===== config.mk =====
export PLATFORM = sky130hd
export DESIGN_NAME = key_matrix_debounce_scanner
export DESIGN_NICKNAME = d
export VERILOG_FILES = /design/src/hdl/kmds_pkg.sv /design/src/hdl/kmds_row_eval.sv /design/src/hdl/key_matrix_debounce_scanner.sv
export SDC_FILE = /design/constraint.sdc
export NUM_CORES = 2
export LEC_CHECK = 0
export BUFFER_PORTS_ARGS = -buffer_cell sky130_fd_sc_hd__clkbuf_2
export CAP_MARGIN = 20
export CORE_AREA = 2 2 431 433
export DETAILED_ROUTE_END_ITERATION = 8
export DIE_AREA = 0 0 433 435
export PLACE_DENSITY = 0.85
export SLEW_MARGIN = 20
export SYNTH_ARGS = -nofsm -noshare
export SYNTH_HDL_FRONTEND = slang
export SYNTH_SLANG_ARGS = --single-unit

===== constraint.sdc =====
create_clock -name aclk -period 26 [get_ports aclk]
set_input_delay 1.3 -clock aclk [delete_from_list [all_inputs] [get_ports aclk]]
set_output_delay 1.3 -clock aclk [all_outputs]
set_load 0.01 [all_outputs]

===== src/hdl/kmds_pkg.sv =====
// ---------------------------------------------------------------------------
// Key matrix debounce scanner: package
// Field widths, configuration register indexes, reset values and shared types.
// ---------------------------------------------------------------------------
package kmds_pkg;

    // Field widths of the transactions and registers.
    localparam int ROW_W     = 3;
    localparam int COL_W     = 3;
    localparam int COLS_W    = 8;
    localparam int TIME_W    = 32;
    localparam int DEB_W     = 16;
    localparam int MASK_W    = 64;
    localparam int KEY_IDX_W = 6;
    localparam int CFG_IDX_W = 1;
    localparam int MAX_COLS  = 8;

    // Configuration register indexes.
    localparam logic [CFG_IDX_W-1:0] CFG_DEBOUNCE_MS = 1'd0;
    localparam logic [CFG_IDX_W-1:0] CFG_KEY_MASK    = 1'd1;

    // Register reset values.
    localparam logic [DEB_W-1:0]  DEBOUNCE_RESET = 16'd5;
    localparam logic [MASK_W-1:0] KEY_MASK_RESET = 64'd0;

    // Per-row evaluation result: which keys change and their new level.
    typedef struct packed {
        logic [MAX_COLS-1:0] change;
        logic [MAX_COLS-1:0] level;
    } kmds_upd_t;

endpackage


===== src/hdl/kmds_row_eval.sv =====
// ---------------------------------------------------------------------------
// Key matrix debounce scanner: row evaluation
// Decides for every column of one scanned row whether the key changes state.
// ---------------------------------------------------------------------------
module kmds_row_eval #(
    parameter int COLS = 8
) (
    input  logic                                     row_ok,
    input  logic [kmds_pkg::COLS_W-1:0]              col_closed,
    input  logic [kmds_pkg::TIME_W-1:0]              now,
    input  logic [kmds_pkg::DEB_W-1:0]               debounce_ms,
    input  logic [COLS-1:0]                          present,
    input  logic [COLS-1:0]                          down,
    input  logic [COLS-1:0][kmds_pkg::TIME_W-1:0]    change_time,
    output kmds_pkg::kmds_upd_t                      upd
);
    import kmds_pkg::*;

    // One independent check per column; columns beyond COLS never change.
    for (genvar c = 0; c < MAX_COLS; c++) begin : g_col
        if (c < COLS) begin : g_used
            logic [TIME_W-1:0] elapsed;
            logic              settled;

            // Elapsed time wraps modulo 2^32 like the timestamp itself.
            assign elapsed = now - change_time[c];
            assign settled = elapsed >= TIME_W'(debounce_ms);
            assign upd.change[c] = row_ok && present[c] && settled &&
                                   (col_closed[c] != down[c]);
            assign upd.level[c]  = col_closed[c];
        end else begin : g_unused
            assign upd.change[c] = 1'b0;
            assign upd.level[c]  = 1'b0;
        end
    end

endmodule


===== src/hdl/key_matrix_debounce_scanner.sv =====
// ---------------------------------------------------------------------------
// Key matrix debounce scanner
// Takes scanned matrix rows, debounces every populated key and reports each
// accepted press or release as one event, columns in ascending order.
// ---------------------------------------------------------------------------
//  Channel  | Direction | Payload                                    | Unit
//  s_       | in        | s_row, s_col_closed, s_time_ms             | one row
//  m_       | out       | m_event_row, m_event_col, m_pressed,       | one event
//           |           | m_last_event                               |
//  cfg_     | in        | cfg_index, cfg_wr_data (write only)        | register
//
// A row is evaluated in the cycle in which it sits in the input register and the
// event buffer is free; its events then go into the event buffer, which drains
// one event per cycle while m_ready is high.
// A row without events leaves the buffer free, so such rows follow back to back.
// Reset is synchronous and active low; it clears the pressed bits and the row seen flags at once.
// A stall on m_ready holds the event buffer and then the input register.
// ---------------------------------------------------------------------------
module key_matrix_debounce_scanner #(
    parameter int ROWS = 8,
    parameter int COLS = 8
) (
    input  logic                              aclk,
    input  logic                              aresetn,
    // Configuration port
    input  logic                              cfg_wr_en,
    input  logic [kmds_pkg::CFG_IDX_W-1:0]    cfg_index,
    input  logic [kmds_pkg::MASK_W-1:0]       cfg_wr_data,
    // Scanned row input
    input  logic                              s_valid,
    output logic                              s_ready,
    input  logic [kmds_pkg::ROW_W-1:0]        s_row,
    input  logic [kmds_pkg::COLS_W-1:0]       s_col_closed,
    input  logic [kmds_pkg::TIME_W-1:0]       s_time_ms,
    // Key event output
    output logic                              m_valid,
    input  logic                              m_ready,
    output logic [kmds_pkg::ROW_W-1:0]        m_event_row,
    output logic [kmds_pkg::COL_W-1:0]        m_event_col,
    output logic                              m_pressed,
    output logic                              m_last_event
);
    import kmds_pkg::*;

    localparam int ROW_IDX_W = (ROWS > 1) ? $clog2(ROWS) : 1;

    // Configuration registers
    logic [DEB_W-1:0]  debounce_reg;
    logic [MASK_W-1:0] key_mask_reg;

    // Input register
    logic              in_valid_reg;
    logic [ROW_W-1:0]  in_row_reg;
    logic [COLS_W-1:0] in_cols_reg;
    logic [TIME_W-1:0] in_time_reg;

    // Key state: pressed bits and change times, one row per entry
    logic [COLS-1:0]              down_reg [ROWS];
    logic [COLS-1:0][TIME_W-1:0]  ct_reg [ROWS];
    logic [ROWS-1:0]              row_seen_reg;

    // Event buffer for the row being reported
    logic [MAX_COLS-1:0] pend_mask_reg;
    logic [MAX_COLS-1:0] pend_level_reg;
    logic [ROW_W-1:0]    pend_row_reg;

    logic [ROW_IDX_W-1:0]        row_idx;
    logic                        row_ok;
    logic [COLS-1:0]             present_row;
    logic [COLS-1:0]             down_row;
    logic [COLS-1:0][TIME_W-1:0] ct_row;
    kmds_upd_t                   upd;

    logic [MAX_COLS-1:0] low_bit;
    logic [MAX_COLS-1:0] pend_rest;
    logic [COL_W-1:0]    sel_col;
    logic                m_fire;
    logic                s_fire;
    logic                pend_free;
    logic                proc_fire;

    // Configuration writes
    always_ff @(posedge aclk) begin
        if (!aresetn) begin
            debounce_reg <= DEBOUNCE_RESET;
            key_mask_reg <= KEY_MASK_RESET;
        end else if (cfg_wr_en) begin
            unique case (cfg_index)
                CFG_DEBOUNCE_MS: debounce_reg <= cfg_wr_data[DEB_W-1:0];
                CFG_KEY_MASK:    key_mask_reg <= cfg_wr_data;
                default:         ;
            endcase
        end
    end

    // Read the state of the row held in the input register.
    assign row_idx = in_row_reg[ROW_IDX_W-1:0];
    assign row_ok  = {1'b0, in_row_reg} < (ROW_W + 1)'(ROWS);

    always_comb begin
        for (int c = 0; c < COLS; c++) begin
            present_row[c] = key_mask_reg[KEY_IDX_W'(int'(row_idx) * COLS + c)];
        end
        if (row_ok) begin
            down_row = down_reg[row_idx];
            ct_row   = row_seen_reg[row_idx] ? ct_reg[row_idx] : '0;
        end else begin
            down_row = '0;
            ct_row   = '0;
        end
    end

    kmds_row_eval #(
        .COLS (COLS)
    ) u_row_eval (
        .row_ok      (row_ok),
        .col_closed  (in_cols_reg),
        .now         (in_time_reg),
        .debounce_ms (debounce_reg),
        .present     (present_row),
        .down        (down_row),
        .change_time (ct_row),
        .upd         (upd)
    );

    // Event selection: lowest pending column first.
    assign low_bit   = pend_mask_reg & (~pend_mask_reg + MAX_COLS'(1));
    assign pend_rest = pend_mask_reg & ~low_bit;

    always_comb begin
        sel_col = '0;
        for (int c = MAX_COLS - 1; c >= 0; c--) begin
            if (pend_mask_reg[c]) begin
                sel_col = COL_W'(c);
            end
        end
    end

    assign m_valid      = |pend_mask_reg;
    assign m_event_row  = pend_row_reg;
    assign m_event_col  = sel_col;
    assign m_pressed    = pend_level_reg[sel_col];
    assign m_last_event = (pend_rest == '0);

    // Handshake control
    assign m_fire    = m_valid && m_ready;
    assign pend_free = !m_valid || (m_ready && m_last_event);
    assign proc_fire = in_valid_reg && pend_free;
    assign s_ready   = !in_valid_reg || pend_free;
    assign s_fire    = s_valid && s_ready;

    // Input register
    always_ff @(posedge aclk) begin
        if (!aresetn) begin
            in_valid_reg <= 1'b0;
        end else if (s_fire) begin
            in_valid_reg <= 1'b1;
        end else if (proc_fire) begin
            in_valid_reg <= 1'b0;
        end
    end

    always_ff @(posedge aclk) begin
        if (s_fire) begin
            in_row_reg  <= s_row;
            in_cols_reg <= s_col_closed;
            in_time_reg <= s_time_ms;
        end
    end

    // Event buffer
    always_ff @(posedge aclk) begin
        if (!aresetn) begin
            pend_mask_reg <= '0;
        end else if (proc_fire) begin
            pend_mask_reg <= upd.change;
        end else if (m_fire) begin
            pend_mask_reg <= pend_rest;
        end
    end

    always_ff @(posedge aclk) begin
        if (proc_fire) begin
            pend_level_reg <= upd.level;
            pend_row_reg   <= in_row_reg;
        end
    end

    // Key state update when a row is evaluated.
    always_ff @(posedge aclk) begin
        if (!aresetn) begin
            row_seen_reg <= '0;
            for (int r = 0; r < ROWS; r++) begin
                down_reg[r] <= '0;
            end
        end else if (proc_fire && row_ok) begin
            row_seen_reg[row_idx] <= 1'b1;
            for (int c = 0; c < COLS; c++) begin
                if (upd.change[c]) begin
                    down_reg[row_idx][c] <= upd.level[c];
                end
            end
        end
    end

    // Change times: the whole row is written so an unseen row starts at zero.
    always_ff @(posedge aclk) begin
        if (proc_fire && row_ok) begin
            for (int c = 0; c < COLS; c++) begin
                ct_reg[row_idx][c] <= upd.change[c] ? in_time_reg : ct_row[c];
            end
        end
    end

endmodule


==> parameters.txt <==
Parameter                              Value

Status
  Outcome ... finished, final reports clean

Timing
  Setup repair after global routing missed its margin ... no
  Final critical delay including setup and external delays ... 10.28 ns
  Pins over their slew limit ... 0
  Headroom to the max-slew limit ... 18.0%
  Hold violation count in the final report ... 0
  Max Clock Freq ... 97.3 MHz
  Period Utilization, post-route ... 39.5%
  Aggregate negative setup slack ... 0 ns
  Setup skew after layout ... 0.0763 ns
  Final setup violation count ... 0
  Tightest Pin Transition ... 1.23 ns

Yosys
  Post-synth EDFFs ... 2166
  Fraction of the yosys area taken by sequential cells ... 62.2%
  Leading area contributor after synthesis ... sky130_fd_sc_hd__edfxtp_1
  Count of synthesis-stage warnings from yosys ... 0
  Fraction of post-synthesis cell area in the top cell type by area ... 60.4%
  Largest cells by area after synthesis ... sky130_fd_sc_hd__edfxtp_1, sky130_fd_sc_hd__mux4_2, sky130_fd_sc_hd__ha_1, sky130_fd_sc_hd__mux2i_1, sky130_fd_sc_hd__a21o_1
  Synth cell types ... 96
  Cell Area, Synth ... 0.108 sq mm
  Post-synthesis async set-or-reset flop share ... 0%
  Instance count of the mapped netlist ... 7162
  Nets in the synthesized netlist ... 7675
  Syn Area/Cell ... 15.0 sq um
  Number of flip-flops and latches in the synthesized netlist ... 2266
  Synth Flop Type ... sky130_fd_sc_hd__edfxtp_1

Power and ir drop
  Static leakage ... 40.6 nW
  Switching power ... 2.01 mW
  Switching share of power ... 24.5%
  Share of total power in the clock network ... 38.7%
  Internal power component ... 6.18 mW
  Power share of the sequential group ... 49.9%
  Power Dens Cells ... 69.2 mW/mm^2
  VDD IR-drop max ... 63.5 uV
  Relative contribution of combinational cells to total power ... 11.4%

Route
  Number of nets with antenna violations after detailed routing ... 0
  Detailed-route DRC error count ... 0
  Vias per cell ... 6.81
  Number of vias in the routed layout ... 67572
  Violation count after the first detailed-route iteration ... 9331
  Routed WL per cell ... 30.6 microns
  Total routed wirelength ... 304 mm
  Number of detailed-routing iterations run before antenna repair ... 8

CTS
  Cts-stage hold buffer count ... 0
  CTS max path bufs ... 3
  # H-tree levels ... 4
  Post-CTS Setup Bufs ... 0
  Clock slew seen by the registers of the worst setup and hold paths ... 0.06 ns
  Total number of clock tree sinks ... 2266
  Root buffer selected by CTS ... sky130_fd_sc_hd__clkbuf_16
  TritonCTS clock tree ... yes
  Number of cells upsized or downsized after cts ... 0
  TritonCTS buffer count ... 214
  Source-to-sink clock delay at the later pin of the worst-skew pair ... 0.91 ns

Floorplanning
  Core area ... 0.184 sq mm
  IO Count ... 123
  Total Die Area ... 0.188 sq mm
  DIE HEIGHT ... 435 microns
  Effective utilization at floorplan ... 58.5%
  Chip width ... 433 microns
  # rows ... 158

Finish
  Area overhead of the layout relative to synthesis ... 9.77%
  Nets ... 7762
  Fin util ... 64.3%
  Number of flip-flops in the largest register ... 2048
  Share of cells above drive strength 1 ... 15.4%

Setup path
  Endpoint of the worst setup timing path ... ct_reg[5][216]
  Worst stage delay on the critical path ... 0.80 ns
  Cell with the most instances on the worst path ... sky130_fd_sc_hd__buf_4
  Worst R2R Path Depth ... 28
  Slowest CP cell ... sky130_fd_sc_hd__buf_4
  Startpoint type of the worst setup path ... register
  Critical path fanouts, max ... 59
  Sort of element at the end of the critical path ... register
  Capturing point of the worst reg2reg path ... ct_reg[5][216]
  Register-to-Register Setup Slack ... 15.72 ns
  Crit Path Category ... register to register
  Data arrival time at the worst-slack endpoint ... 10.89 ns
  Crit path required time ... 26.61 ns

Global route
  Number of global-route vias before repair ... 67041
  First-pass GRT wire length ... 446 mm
  Total congestion overflow ... 0
  GRT Resource Usage Total ... 32.2%
  Number of antenna violations at the first check in global routing ... 15
  Pin count of the biggest net entering global routing ... 122

Worst hold path
  Class of the tightest hold or removal check ... register to register

Placement
  Estimated wirelength of the detail-placed design ... 188 mm
  Placer Congestion ... 0.978
  Port-buffer cells ... 122

Flow run
  Count of max-cap constraint violations ... 0
worst max-delay path, delay by kind of cell, from the launching register on:
family	cells	cell delay, ns
adder cells (fa/ha/maj)	3	1.05
multiplexers	2	0.56
buffers and inverters	6	3.49
AO/OA/AOI/OAI	8	1.90
flip-flops	1	0.67
XOR/XNOR	1	0.21
AND/OR/NAND/NOR	8	1.93
layer usage:
layer	vias up	GRT usage, %	routed length (microns)
met1	33662	42.9	110000
met4	24	17.4	18800
met2	4677	49.4	139000
met3	933	7.41	35200
met5	-	0	195
li1	28276	-	-
layout make-up:
cell class | instances | area, sq um
Timing Repair Buffer | 244 | 1690
Inverter | 147 | 553
Sequential cell | 2266 | 67100
Fill cell | 12121 | 65800
Tap cell | 2480 | 3100
Clock buffer | 260 | 5570
Multi-Input combinational cell | 4376 | 38700
Clock inverter | 142 | 1580
Antenna cell | 8 | 20.0
kinds of logic (layout without fill, tap and decap cells):
logic type / after synthesis / count (layout) / share of synthesized area [%]
DFF: 2266 / 2266 / 62.2
and+or+nand+nor: 1588 / 1588 / 7.09
other: 0 / 8 / 0
AOI/OAI and AO/OA: 1378 / 1378 / 8.65
buffers and inverters: 520 / 793 / 1.98
xor gates and xnor gates: 183 / 183 / 1.49
muxes: 825 / 825 / 13.8
adders and majority gates: 402 / 402 / 4.72
power by group through the flow:
stage	clock [mW]	sequential (mW)	combinational [mW]
final	3.17	4.08	0.932
after global routing	3.31	4.09	0.995
after CTS	3.19	4.08	0.912
after detailed placement	0	4.16	0.898
after global placement	0	4.15	0.875
after floorplan	0	4.16	0.646
stage by stage:
stage	cells	setup WS, ns	hold WS, ns	cell area, sq um	power, mW
3_5_place_dp	9513	15.67	0.453	111000	5.06
3_3_place_gp	9513	16.09	0.442	111000	5.03
2_1_floorplan	7162	5.41	0.424	108000	4.81
5_1_grt	9916	14.94	0.488	118000	8.39
6_report	9923	15.72	0.471	118000	8.19
4_1_cts	9915	15.64	0.473	118000	8.18
placed cells by master (no fill, tap or decap), types with 30 or more instances in the layout:
| cell | n |
|---|---|
| sky130_fd_sc_hd__a21boi_0 | 87 |
| sky130_fd_sc_hd__a21o_1 | 345 |
| sky130_fd_sc_hd__a21oi_1 | 301 |
| sky130_fd_sc_hd__a22oi_1 | 33 |
| sky130_fd_sc_hd__a31oi_1 | 30 |
| sky130_fd_sc_hd__and3_1 | 41 |
| sky130_fd_sc_hd__buf_4 | 110 |
| sky130_fd_sc_hd__clkbuf_1 | 42 |
| sky130_fd_sc_hd__clkbuf_16 | 214 |
| sky130_fd_sc_hd__clkbuf_2 | 121 |
| sky130_fd_sc_hd__clkinv_1 | 41 |
| sky130_fd_sc_hd__clkinv_2 | 44 |
| sky130_fd_sc_hd__dfxtp_1 | 97 |
| sky130_fd_sc_hd__edfxtp_1 | 2166 |
| sky130_fd_sc_hd__ha_1 | 392 |
| sky130_fd_sc_hd__inv_1 | 140 |
| sky130_fd_sc_hd__mux2i_1 | 270 |
| sky130_fd_sc_hd__mux4_2 | 530 |
| sky130_fd_sc_hd__nand2_1 | 647 |
| sky130_fd_sc_hd__nand2b_1 | 283 |
| sky130_fd_sc_hd__nand3_1 | 103 |
| sky130_fd_sc_hd__nand4_1 | 54 |
| sky130_fd_sc_hd__nor2_1 | 217 |
| sky130_fd_sc_hd__nor2b_1 | 31 |
| sky130_fd_sc_hd__nor3_1 | 76 |
| sky130_fd_sc_hd__o211ai_1 | 37 |
| sky130_fd_sc_hd__o21a_1 | 44 |
| sky130_fd_sc_hd__o21ai_0 | 119 |
| sky130_fd_sc_hd__o21ai_1 | 108 |
| sky130_fd_sc_hd__o21bai_1 | 36 |
| sky130_fd_sc_hd__xnor2_1 | 115 |
| sky130_fd_sc_hd__xor2_1 | 68 |
worst min-delay path by stage:
stage	startpoint	end	slack [ns]	cells past startpoint
after CTS	key_mask_reg[7]	key_mask_reg[7]	0.47	2
after floorplan	in_row_reg[0]	m_event_row[0]	0.42	0
after detailed placement	in_cols_reg[0]	pend_level_reg[0]	0.45	0
after global routing	in_cols_reg[0]	pend_level_reg[0]	0.49	0
final	key_mask_reg[5]	key_mask_reg[5]	0.47	2
after global placement	row_seen_reg[3]	row_seen_reg[3]	0.44	1
cells in the mapped netlist (33+ instances only):
cell type and n:
sky130_fd_sc_hd__edfxtp_1 2166, sky130_fd_sc_hd__nand2_1 648, sky130_fd_sc_hd__mux4_2 530, sky130_fd_sc_hd__ha_1 392, sky130_fd_sc_hd__a21o_1 345, sky130_fd_sc_hd__a21oi_1 302
sky130_fd_sc_hd__nand2b_1 283, sky130_fd_sc_hd__mux2i_1 271, sky130_fd_sc_hd__clkbuf_1 256, sky130_fd_sc_hd__nor2_1 219, sky130_fd_sc_hd__inv_1 141, sky130_fd_sc_hd__o21ai_0 119
sky130_fd_sc_hd__xnor2_1 115, sky130_fd_sc_hd__o21ai_1 108, sky130_fd_sc_hd__nand3_1 103, sky130_fd_sc_hd__dfxtp_1 100, sky130_fd_sc_hd__a21boi_0 87, sky130_fd_sc_hd__buf_2 84
sky130_fd_sc_hd__nor3_1 78, sky130_fd_sc_hd__xor2_1 68, sky130_fd_sc_hd__nand4_1 54, sky130_fd_sc_hd__o21a_1 44, sky130_fd_sc_hd__and3_1 41, sky130_fd_sc_hd__o211ai_1 37
sky130_fd_sc_hd__o21bai_1 36, sky130_fd_sc_hd__a22oi_1 33
Note: power is estimated with default switching activity, not from simulation.
